[config.mk]
export PLATFORM = sky130hd
export DESIGN_NAME = backward_rle_literal_unpacker_unit
export DESIGN_NICKNAME = d
export VERILOG_FILES = /design/src/hdl/brlu_pkg.sv /design/src/hdl/backward_rle_literal_unpacker_unit.sv
export VERILOG_INCLUDE_DIRS = /design/src /design/src/hdl
export SDC_FILE = /design/constraint.sdc
export NUM_CORES = 1
export LEC_CHECK = 0
export BUFFER_PORTS_ARGS = -buffer_cell sky130_fd_sc_hd__buf_2
export CORE_ASPECT_RATIO = 1.1
export CORE_MARGIN = 1.5
export CORE_UTILIZATION = 60
export CTS_CLUSTER_DIAMETER = 30
export DETAILED_ROUTE_END_ITERATION = 16
export PLACE_DENSITY = 0.81
export SYNTH_ARGS = -nofsm -noshare
export SYNTH_HDL_FRONTEND = slang
export SYNTH_SLANG_ARGS = --single-unit
[constraint.sdc]
create_clock -name i_clk -period 5.75 [get_ports i_clk]
set_input_delay 0.8625 -clock i_clk [delete_from_list [all_inputs] [get_ports i_clk]]
set_output_delay 0.8625 -clock i_clk [all_outputs]
set_load 0.005 [all_outputs]
[src/hdl/backward_rle_literal_unpacker_unit_assert.svh]
// Assertion macros for the backward run-length / literal unpacker.
// Included by the RTL modules that carry concurrent checks; needs nothing else.
`ifndef BACKWARD_RLE_LITERAL_UNPACKER_UNIT_ASSERT_SVH
`define BACKWARD_RLE_LITERAL_UNPACKER_UNIT_ASSERT_SVH

// Check a property on the rising clock edge, skipped while reset is low.
`define BRLU_ASSERT(lbl, clk, rst_n, prop, msg) \
    lbl: assert property (@(posedge clk) disable iff (!rst_n) prop) else $error(msg);

// Check a property on the rising clock edge, reset included.
`define BRLU_ASSERT_ALWAYS(lbl, clk, prop, msg) \
    lbl: assert property (@(posedge clk) prop) else $error(msg);

`endif

[src/hdl/brlu_pkg.sv]
// Shared types and constants for the backward run-length / literal unpacker.
// No dependencies.
package brlu_pkg;

    // Widths of the configuration register and internal counters
    localparam int unsigned CAP_W   = 20;
    localparam int unsigned COUNT_W = 16;

    // Reset value of the output capacity register
    localparam logic [CAP_W-1:0] CAP_RESET = 20'd1048560;

    // Byte codes of the packed stream
    localparam logic [7:0] PAD_BYTE = 8'hFF;
    localparam logic [7:0] OP_MASK  = 8'hFE;
    localparam logic [7:0] OP_FILL  = 8'hB0;
    localparam logic [7:0] OP_LIT   = 8'hB2;
    localparam logic [7:0] LAST_BIT = 8'h01;

    // Result status codes
    typedef enum logic [1:0] {
        STATUS_OK       = 2'd0,
        STATUS_BAD_OP   = 2'd1,
        STATUS_NO_FILL  = 2'd2
    } t_status;

    // Decoder phase
    typedef enum logic [2:0] {
        PH_PAD    = 3'd0,
        PH_CMD    = 3'd1,
        PH_HI     = 3'd2,
        PH_LO     = 3'd3,
        PH_FILL   = 3'd4,
        PH_LIT    = 3'd5,
        PH_HI_BAD = 3'd6,
        PH_LO_BAD = 3'd7
    } t_phase;

endpackage

[src/hdl/backward_rle_literal_unpacker_unit.sv]
// Top level of the backward run-length / literal unpacker (single module).
// Depends on brlu_pkg and backward_rle_literal_unpacker_unit_assert.svh.
//
// Takes one packed byte per clock, from the end of the packed data toward its
// start, and gives at most one run word (value, repeat count, done, status) per
// byte. Each byte is decoded by the phase machine in the cycle it is accepted
// and its run word appears in the output register on the next cycle, so the
// sustained rate is one byte per cycle; the input stalls only while the output
// register holds a word that downstream has not taken. Leading 0xFF padding is
// skipped, a done word ends decoding and every byte after it is taken and
// dropped until reset. The capacity port is always ready and reloads the room
// counter; write it only while the block is idle.
`include "backward_rle_literal_unpacker_unit_assert.svh"

module backward_rle_literal_unpacker_unit (
    input  logic                       i_clk,
    input  logic                       i_rst_n,
    // capacity configuration
    input  logic                       i_cfg_valid,
    output logic                       o_cfg_ready,
    input  logic [brlu_pkg::CAP_W-1:0] i_cfg_output_capacity,
    // packed byte input
    input  logic                       i_in_valid,
    output logic                       o_in_ready,
    input  logic [7:0]                 i_data_byte,
    input  logic                       i_final_byte,
    // run word output
    output logic                       o_out_valid,
    input  logic                       i_out_ready,
    output logic [7:0]                 o_value,
    output logic [brlu_pkg::COUNT_W-1:0] o_repeat_res,
    output logic                       o_done_res,
    output logic [1:0]                 o_status
);
    import brlu_pkg::*;

    // Decoder state
    t_phase               r_phase,       n_phase;
    logic                 r_is_fill,     n_is_fill;
    logic                 r_last_block,  n_last_block;
    logic [7:0]           r_high_length, n_high_length;
    logic [COUNT_W-1:0]   r_run_count,   n_run_count;
    logic [CAP_W-1:0]     r_room_left,   n_room_left;
    logic [CAP_W-1:0]     r_capacity,    n_capacity;
    logic                 r_halted,      n_halted;

    // Output register
    logic                 r_out_valid,   n_out_valid;
    logic [7:0]           r_value,       n_value;
    logic [COUNT_W-1:0]   r_repeat,      n_repeat;
    logic                 r_done,        n_done;
    t_status              r_status,      n_status;

    logic                 in_accept;
    logic                 cfg_accept;

    // Advance the input while the output register is free or being drained
    assign o_in_ready  = !r_out_valid || i_out_ready;
    assign in_accept   = i_in_valid && o_in_ready;
    assign o_cfg_ready = 1'b1;
    assign cfg_accept  = i_cfg_valid;

    assign o_out_valid  = r_out_valid;
    assign o_value      = r_value;
    assign o_repeat_res = r_repeat;
    assign o_done_res   = r_done;
    assign o_status     = r_status;

    // Hold state and output register
    always_ff @(posedge i_clk) begin
        if (!i_rst_n) begin
            r_phase       <= PH_PAD;
            r_is_fill     <= 1'b0;
            r_last_block  <= 1'b0;
            r_high_length <= '0;
            r_run_count   <= '0;
            r_room_left   <= CAP_RESET;
            r_capacity    <= CAP_RESET;
            r_halted      <= 1'b0;
            r_out_valid   <= 1'b0;
        end else begin
            r_phase       <= n_phase;
            r_is_fill     <= n_is_fill;
            r_last_block  <= n_last_block;
            r_high_length <= n_high_length;
            r_run_count   <= n_run_count;
            r_room_left   <= n_room_left;
            r_capacity    <= n_capacity;
            r_halted      <= n_halted;
            r_out_valid   <= n_out_valid;
        end
    end

    always_ff @(posedge i_clk) begin
        r_value  <= n_value;
        r_repeat <= n_repeat;
        r_done   <= n_done;
        r_status <= n_status;
    end

    // Decode one byte: next phase, counters and run word
    always_comb begin
        logic                 cmd_byte;
        logic                 res_valid;
        logic [7:0]           op;
        logic [COUNT_W-1:0]   lo_count;
        logic [COUNT_W-1:0]   fill_rep;
        logic [COUNT_W-1:0]   lit_run;
        logic [CAP_W-1:0]     lit_room;
        logic                 lit_end;

        n_phase       = r_phase;
        n_is_fill     = r_is_fill;
        n_last_block  = r_last_block;
        n_high_length = r_high_length;
        n_run_count   = r_run_count;
        n_room_left   = r_room_left;
        n_capacity    = r_capacity;
        n_halted      = r_halted;
        n_value       = r_value;
        n_repeat      = r_repeat;
        n_done        = r_done;
        n_status      = r_status;

        cmd_byte  = 1'b0;
        res_valid = 1'b0;
        op        = i_data_byte & OP_MASK;
        lo_count  = {r_high_length, i_data_byte};

        // Clip a fill run to the room left
        fill_rep  = ({{(CAP_W-COUNT_W){1'b0}}, r_run_count} < r_room_left)
                    ? r_run_count : r_room_left[COUNT_W-1:0];

        // Step a literal: count both down, saturating at zero
        lit_room  = (r_room_left != '0) ? r_room_left - 1'b1 : r_room_left;
        lit_run   = (r_run_count != '0) ? r_run_count - 1'b1 : r_run_count;
        lit_end   = (lit_run == '0) || (lit_room == '0) || i_final_byte;

        if (in_accept && !r_halted) begin
            unique case (r_phase)
                PH_PAD: begin
                    if (i_data_byte == PAD_BYTE) begin
                        if (i_final_byte) begin
                            res_valid = 1'b1;
                            n_value   = '0;
                            n_repeat  = '0;
                            n_done    = 1'b1;
                            n_status  = STATUS_OK;
                        end
                    end else begin
                        cmd_byte = 1'b1;
                    end
                end
                PH_CMD: begin
                    cmd_byte = 1'b1;
                end
                PH_HI, PH_HI_BAD: begin
                    if (i_final_byte) begin
                        res_valid = 1'b1;
                        n_value   = '0;
                        n_repeat  = '0;
                        n_done    = 1'b1;
                        n_status  = STATUS_OK;
                    end else begin
                        n_high_length = i_data_byte;
                        n_phase       = (r_phase == PH_HI) ? PH_LO : PH_LO_BAD;
                    end
                end
                PH_LO_BAD: begin
                    res_valid = 1'b1;
                    n_value   = '0;
                    n_repeat  = '0;
                    n_done    = 1'b1;
                    n_status  = STATUS_BAD_OP;
                end
                PH_LO: begin
                    n_run_count = lo_count;
                    if (r_is_fill) begin
                        if (i_final_byte) begin
                            res_valid = 1'b1;
                            n_value   = '0;
                            n_repeat  = '0;
                            n_done    = 1'b1;
                            n_status  = STATUS_NO_FILL;
                        end else begin
                            n_phase = PH_FILL;
                        end
                    end else if (lo_count == '0 || r_room_left == '0 || i_final_byte) begin
                        // empty literal, no room left or final byte: end the block now
                        if (r_last_block || i_final_byte) begin
                            res_valid = 1'b1;
                            n_value   = '0;
                            n_repeat  = '0;
                            n_done    = 1'b1;
                            n_status  = STATUS_OK;
                        end else begin
                            n_phase = PH_CMD;
                        end
                    end else begin
                        n_phase = PH_LIT;
                    end
                end
                PH_FILL: begin
                    n_room_left = r_room_left - {{(CAP_W-COUNT_W){1'b0}}, fill_rep};
                    n_phase     = PH_CMD;
                    res_valid   = 1'b1;
                    n_value     = i_data_byte;
                    n_repeat    = fill_rep;
                    n_done      = r_last_block || i_final_byte;
                    n_status    = STATUS_OK;
                end
                PH_LIT: begin
                    n_room_left = lit_room;
                    n_run_count = lit_run;
                    if (lit_end) begin
                        n_phase = PH_CMD;
                    end
                    res_valid = 1'b1;
                    n_value   = i_data_byte;
                    n_repeat  = COUNT_W'(1);
                    n_done    = lit_end && (r_last_block || i_final_byte);
                    n_status  = STATUS_OK;
                end
                default: begin
                end
            endcase

            // Decode a command byte
            if (cmd_byte) begin
                if (i_final_byte) begin
                    res_valid = 1'b1;
                    n_value   = '0;
                    n_repeat  = '0;
                    n_done    = 1'b1;
                    n_status  = STATUS_OK;
                end else begin
                    n_last_block = (i_data_byte & LAST_BIT) != '0;
                    n_is_fill    = (op == OP_FILL);
                    n_phase      = (op == OP_FILL || op == OP_LIT) ? PH_HI : PH_HI_BAD;
                end
            end
        end

        // Stop decoding after the done word
        if (res_valid && n_done) begin
            n_halted = 1'b1;
        end

        // Load the capacity and reload the room counter
        if (cfg_accept) begin
            n_capacity  = i_cfg_output_capacity;
            n_room_left = i_cfg_output_capacity;
        end

        // Fill or drain the output register
        if (res_valid) begin
            n_out_valid = 1'b1;
        end else if (i_out_ready) begin
            n_out_valid = 1'b0;
        end else begin
            n_out_valid = r_out_valid;
        end
    end

    // Once halted and drained, no further word is produced
    `BRLU_ASSERT(a_halt_silent, i_clk, i_rst_n,
        (r_halted && !r_out_valid) |=> !r_out_valid, "word produced after done")

    // An error word is always a status-only done word
    `BRLU_ASSERT(a_error_done, i_clk, i_rst_n,
        (r_out_valid && r_status != STATUS_OK) |-> (r_done && r_repeat == '0 && r_value == '0),
        "error word without done or with payload")

    // Room never grows except by a capacity write
    `BRLU_ASSERT(a_room_monotonic, i_clk, i_rst_n,
        (!cfg_accept) |=> (r_room_left <= $past(r_room_left)), "room counter grew")

endmodule
==> impl_metrics.sql <==
INSERT INTO impl_metrics (metric_group, metric, value, unit) VALUES
('detailed_routing', 'number_of_vias_per_cell', '6.642', ''),
('grt', 'gr-usage-all-layers', '0.3520', ''),
('detailed_routing', 'drtAntennaViolNets', '0', ''),
('grt', 'grt_pass1_vias', '6229', ''),
('die', 'num_io_pins', '64', ''),
('power', 'power.ir.vdd_worst', '0.1690', 'mV'),
('setup_path', 'timing.critical_path.required', '5.99', 'ns'),
('synthesis', 'synth_edf_count', '26', ''),
('placed_design', 'dp_slack', '0.5558', 'ns'),
('synthesis', 'area_share_of_fa_ha_maj_cells_after_synthesis', '0.07176', ''),
('timing', 'timing.clock.skew', '0.01242', 'ns'),
('cells_and_area', 'fin_nets', '926', ''),
('synthesis', 'syn_area_per_cell', '7.607', 'um2'),
('synthesis', 'synth_cell_types', '75', ''),
('grt', 'grt_first_pass_wirelength', '30.24', 'mm'),
('timing', 'setup_repair_after_global_routing_missed_its_margin', 'false', ''),
('timing', 'worst_hold_slack', '0.4758', 'ns'),
('status', 'run_status', 'completed', ''),
('synthesis', 'postSynthRegisterBits', '78', ''),
('timing', 'fin_ws', '0.4171', 'ns'),
('die', 'initial_utilization', '0.6217', ''),
('clock_tree', 'worst_setup_hold_path_clk_slew', '0.09', 'ns'),
('timing', 'final_max_slew_viol_count', '0', ''),
('die', 'core_region_area', '9985', 'um2'),
('clock_tree', 'post_cts_buffers', '0', ''),
('clock_tree', 'cts_inserted_buffers', '9', ''),
('setup_path', 'maximum_fanout_along_the_worst_path', '9', ''),
('clock_tree', 'clk-insertion-delay-late', '0.37', 'ns'),
('clock_tree', 'post_cts_hold_buffer_count', '0', ''),
('detailed_routing', 'route.detailed.wl_per_inst', '19.47', 'um'),
('timing', 'totalNegativeSetupSlack', '0', 'ns'),
('synthesis', 'synth_xor_xnor_area_share', '0.02258', ''),
('synthesis', 'largest_family_of_logic_cells_by_synthesized_area', 'compound AO/OA/AOI/OAI gates', ''),
('timing', 'relSlewSlack', '0.1979', ''),
('synthesis', 'asyncSetResetFlopFracSynth', '0', ''),
('synthesis', 'mappedNetlistNets', '885', ''),
('timing', 'final.min_clock_period', '5.333', 'ns'),
('clock_tree', 'cts_buffer_depth', '2', ''),
('synthesis', 'yosys.area_share.simple', '0.2495', ''),
('hold_path', 'hp-class', 'reg2reg', ''),
('synthesis', 'synth-seq-area-share', '0.2935', ''),
('timing', 'timing_worst_slew_pin_value', '1.201', 'ns'),
('timing', 'finalHoldViolations', '0', ''),
('cells_and_area', 'multiInputGateArea', '4074', 'um2'),
('synthesis', 'synthMuxAreaShare', '0.05019', ''),
('placed_design', 'dpl.hpwl', '14.20', 'mm'),
('synthesis', 'synthesis.instances', '816', ''),
('timing', 'min_period_over_period', '0.9275', ''),
('die', 'die-height', '109.7', 'um'),
('grt', 'remaining_global_route_overflow', '0', ''),
('synthesis', 'synth.most_common_cell', 'sky130_fd_sc_hd__nor2_1', ''),
('synthesis', 'post-synth-top-area-fraction', '0.1677', ''),
('flow_run', 'maxCapViolations', '0', ''),
('clock_tree', 'cts-htree-levels', '3', ''),
('synthesis', 'synth-warning-count', '0', ''),
('setup_path', 'worst-endpoint-arrival', '5.57', 'ns'),
('grt', 'grt_antenna_before_repair', '0', ''),
('detailed_routing', 'num_vias', '6522', ''),
('detailed_routing', 'detailedRoute.firstPassIterationCount', '5', ''),
('clock_tree', 'tritoncts', 'yes', ''),
('detailed_routing', 'drc', '0', ''),
('setup_path', 'setup.worst_path.start_class', 'flop', ''),
('placed_design', 'globalplace.congestion', '0.9841', ''),
('clock_tree', 'cts.sink_count', '78', ''),
('power', 'static-leakage-power', '2.715', 'nW'),
('cells_and_area', 'final_layout_size_suffix_gt1_frac', '0.1253', ''),
('clock_tree', 'post_cts.resized_instances', '0', ''),
('placed_design', 'post-place-cells', '966', ''),
('detailed_routing', 'first_iter_violations', '560', ''),
('synthesis', 'leading_post_synthesis_cells_by_cell_area', 'sky130_fd_sc_hd__dfxtp_1, sky130_fd_sc_hd__edfxtp_1, sky130_fd_sc_hd__ha_1', ''),
('die', 'dieWidth', '99.98', 'um');
## cell type report
class,instances,area share
Inverter,32,0.01777
Timing Repair Buffer,77,0.06258
Clock buffer,12,0.02148
Sequential cell,78,0.2696
Clock inverter,4,0.003518
Tap cell,120,0.02222
Multi-Input combinational cell,659,0.6029
## worst max-delay path, cell delays in order (launching register included)
cell                       delay (ns)
sky130_fd_sc_hd__dfxtp_1         0.55
sky130_fd_sc_hd__inv_1           0.14
sky130_fd_sc_hd__ha_1            0.29
sky130_fd_sc_hd__a21boi_0        0.13
sky130_fd_sc_hd__o21a_1          0.19
sky130_fd_sc_hd__o21ai_0         0.14
sky130_fd_sc_hd__a21oi_1         0.08
sky130_fd_sc_hd__o41ai_1         0.32
sky130_fd_sc_hd__a31oi_2         0.37
sky130_fd_sc_hd__buf_4           0.30
sky130_fd_sc_hd__mux2i_1         0.24
sky130_fd_sc_hd__ha_1            0.35
sky130_fd_sc_hd__a21o_1          0.22
sky130_fd_sc_hd__a21o_1          0.19
sky130_fd_sc_hd__a21o_1          0.17
sky130_fd_sc_hd__a21o_1          0.20
sky130_fd_sc_hd__a22o_1          0.18
sky130_fd_sc_hd__a31oi_1         0.25
sky130_fd_sc_hd__a21oi_1         0.20
sky130_fd_sc_hd__o311a_1         0.31
sky130_fd_sc_hd__or3_1           0.37
## cell families (layout without fill, tap and decap cells)
kind of cell / after synthesis / in the layout
and+or+nand+nor: 317 / 317
AOI/OAI and AO/OA: 259 / 259
buffers and inverters: 79 / 125
DFF: 78 / 78
adders and majority gates: 35 / 35
muxes: 31 / 31
xor gates and xnor gates: 16 / 16
other: 1 / 1
## where the power goes
part,switching [mW],internal (mW),total (mW)
Combinational,0.258,0.165,0.423
Sequential,0.0581,0.635,0.693
Clock,0.204,0.168,0.371
Total,0.520,0.968,1.49
## sequential cells by signal, summed over array words and instances (netlist names), 2 cells and up
name / cells
r_room_left: 20
o_repeat_res: 16
r_run_count: 16
o_value: 8
r_high_length: 8
r_phase: 3
o_status: 2
## final timing paths
kind | start | end | slack, ns | depth (start not counted)
setup / recovery | r_room_left[1] | r_room_left[17] | 0.42 | 20
hold / removal | r_halted | r_halted | 0.48 | 2
setup reg to reg | r_room_left[1] | r_room_left[17] | 0.42 | 20
hold reg to reg | r_halted | r_halted | 0.48 | 2
## layout by cell type (no fill, tap or decap), drive strengths merged, types with 12 or more instances in the layout
cell,n
o21ai,78
nand4,12
a21oi,72
nand2,88
buf,77
edfxtp,26
mux2i,30
a31oi,13
dfxtp,52
clkbuf,12
or3,12
inv,32
ha,34
nor2,94
nand3,20
nor3,31
## routing by layer
layer  GRT usage  wire (um)  share of wire
met5           0          0              0
met4      0.1891        784          0.041
met3     0.06294       1458          0.076
met2      0.6016       9246           0.48
met1      0.4221       7633           0.40
## through the flow
stage	area, um2	utilization	total power, mW
3_5_place_dp	6589	0.6599	1.118
6_report	6758	0.6768	1.488
4_1_cts	6758	0.6768	1.484
2_1_floorplan	6207	-	0.9788
3_3_place_gp	6589	0.6599	1.105
5_1_grt	6758	0.6768	1.564
Power figures use the tool's default switching activity.
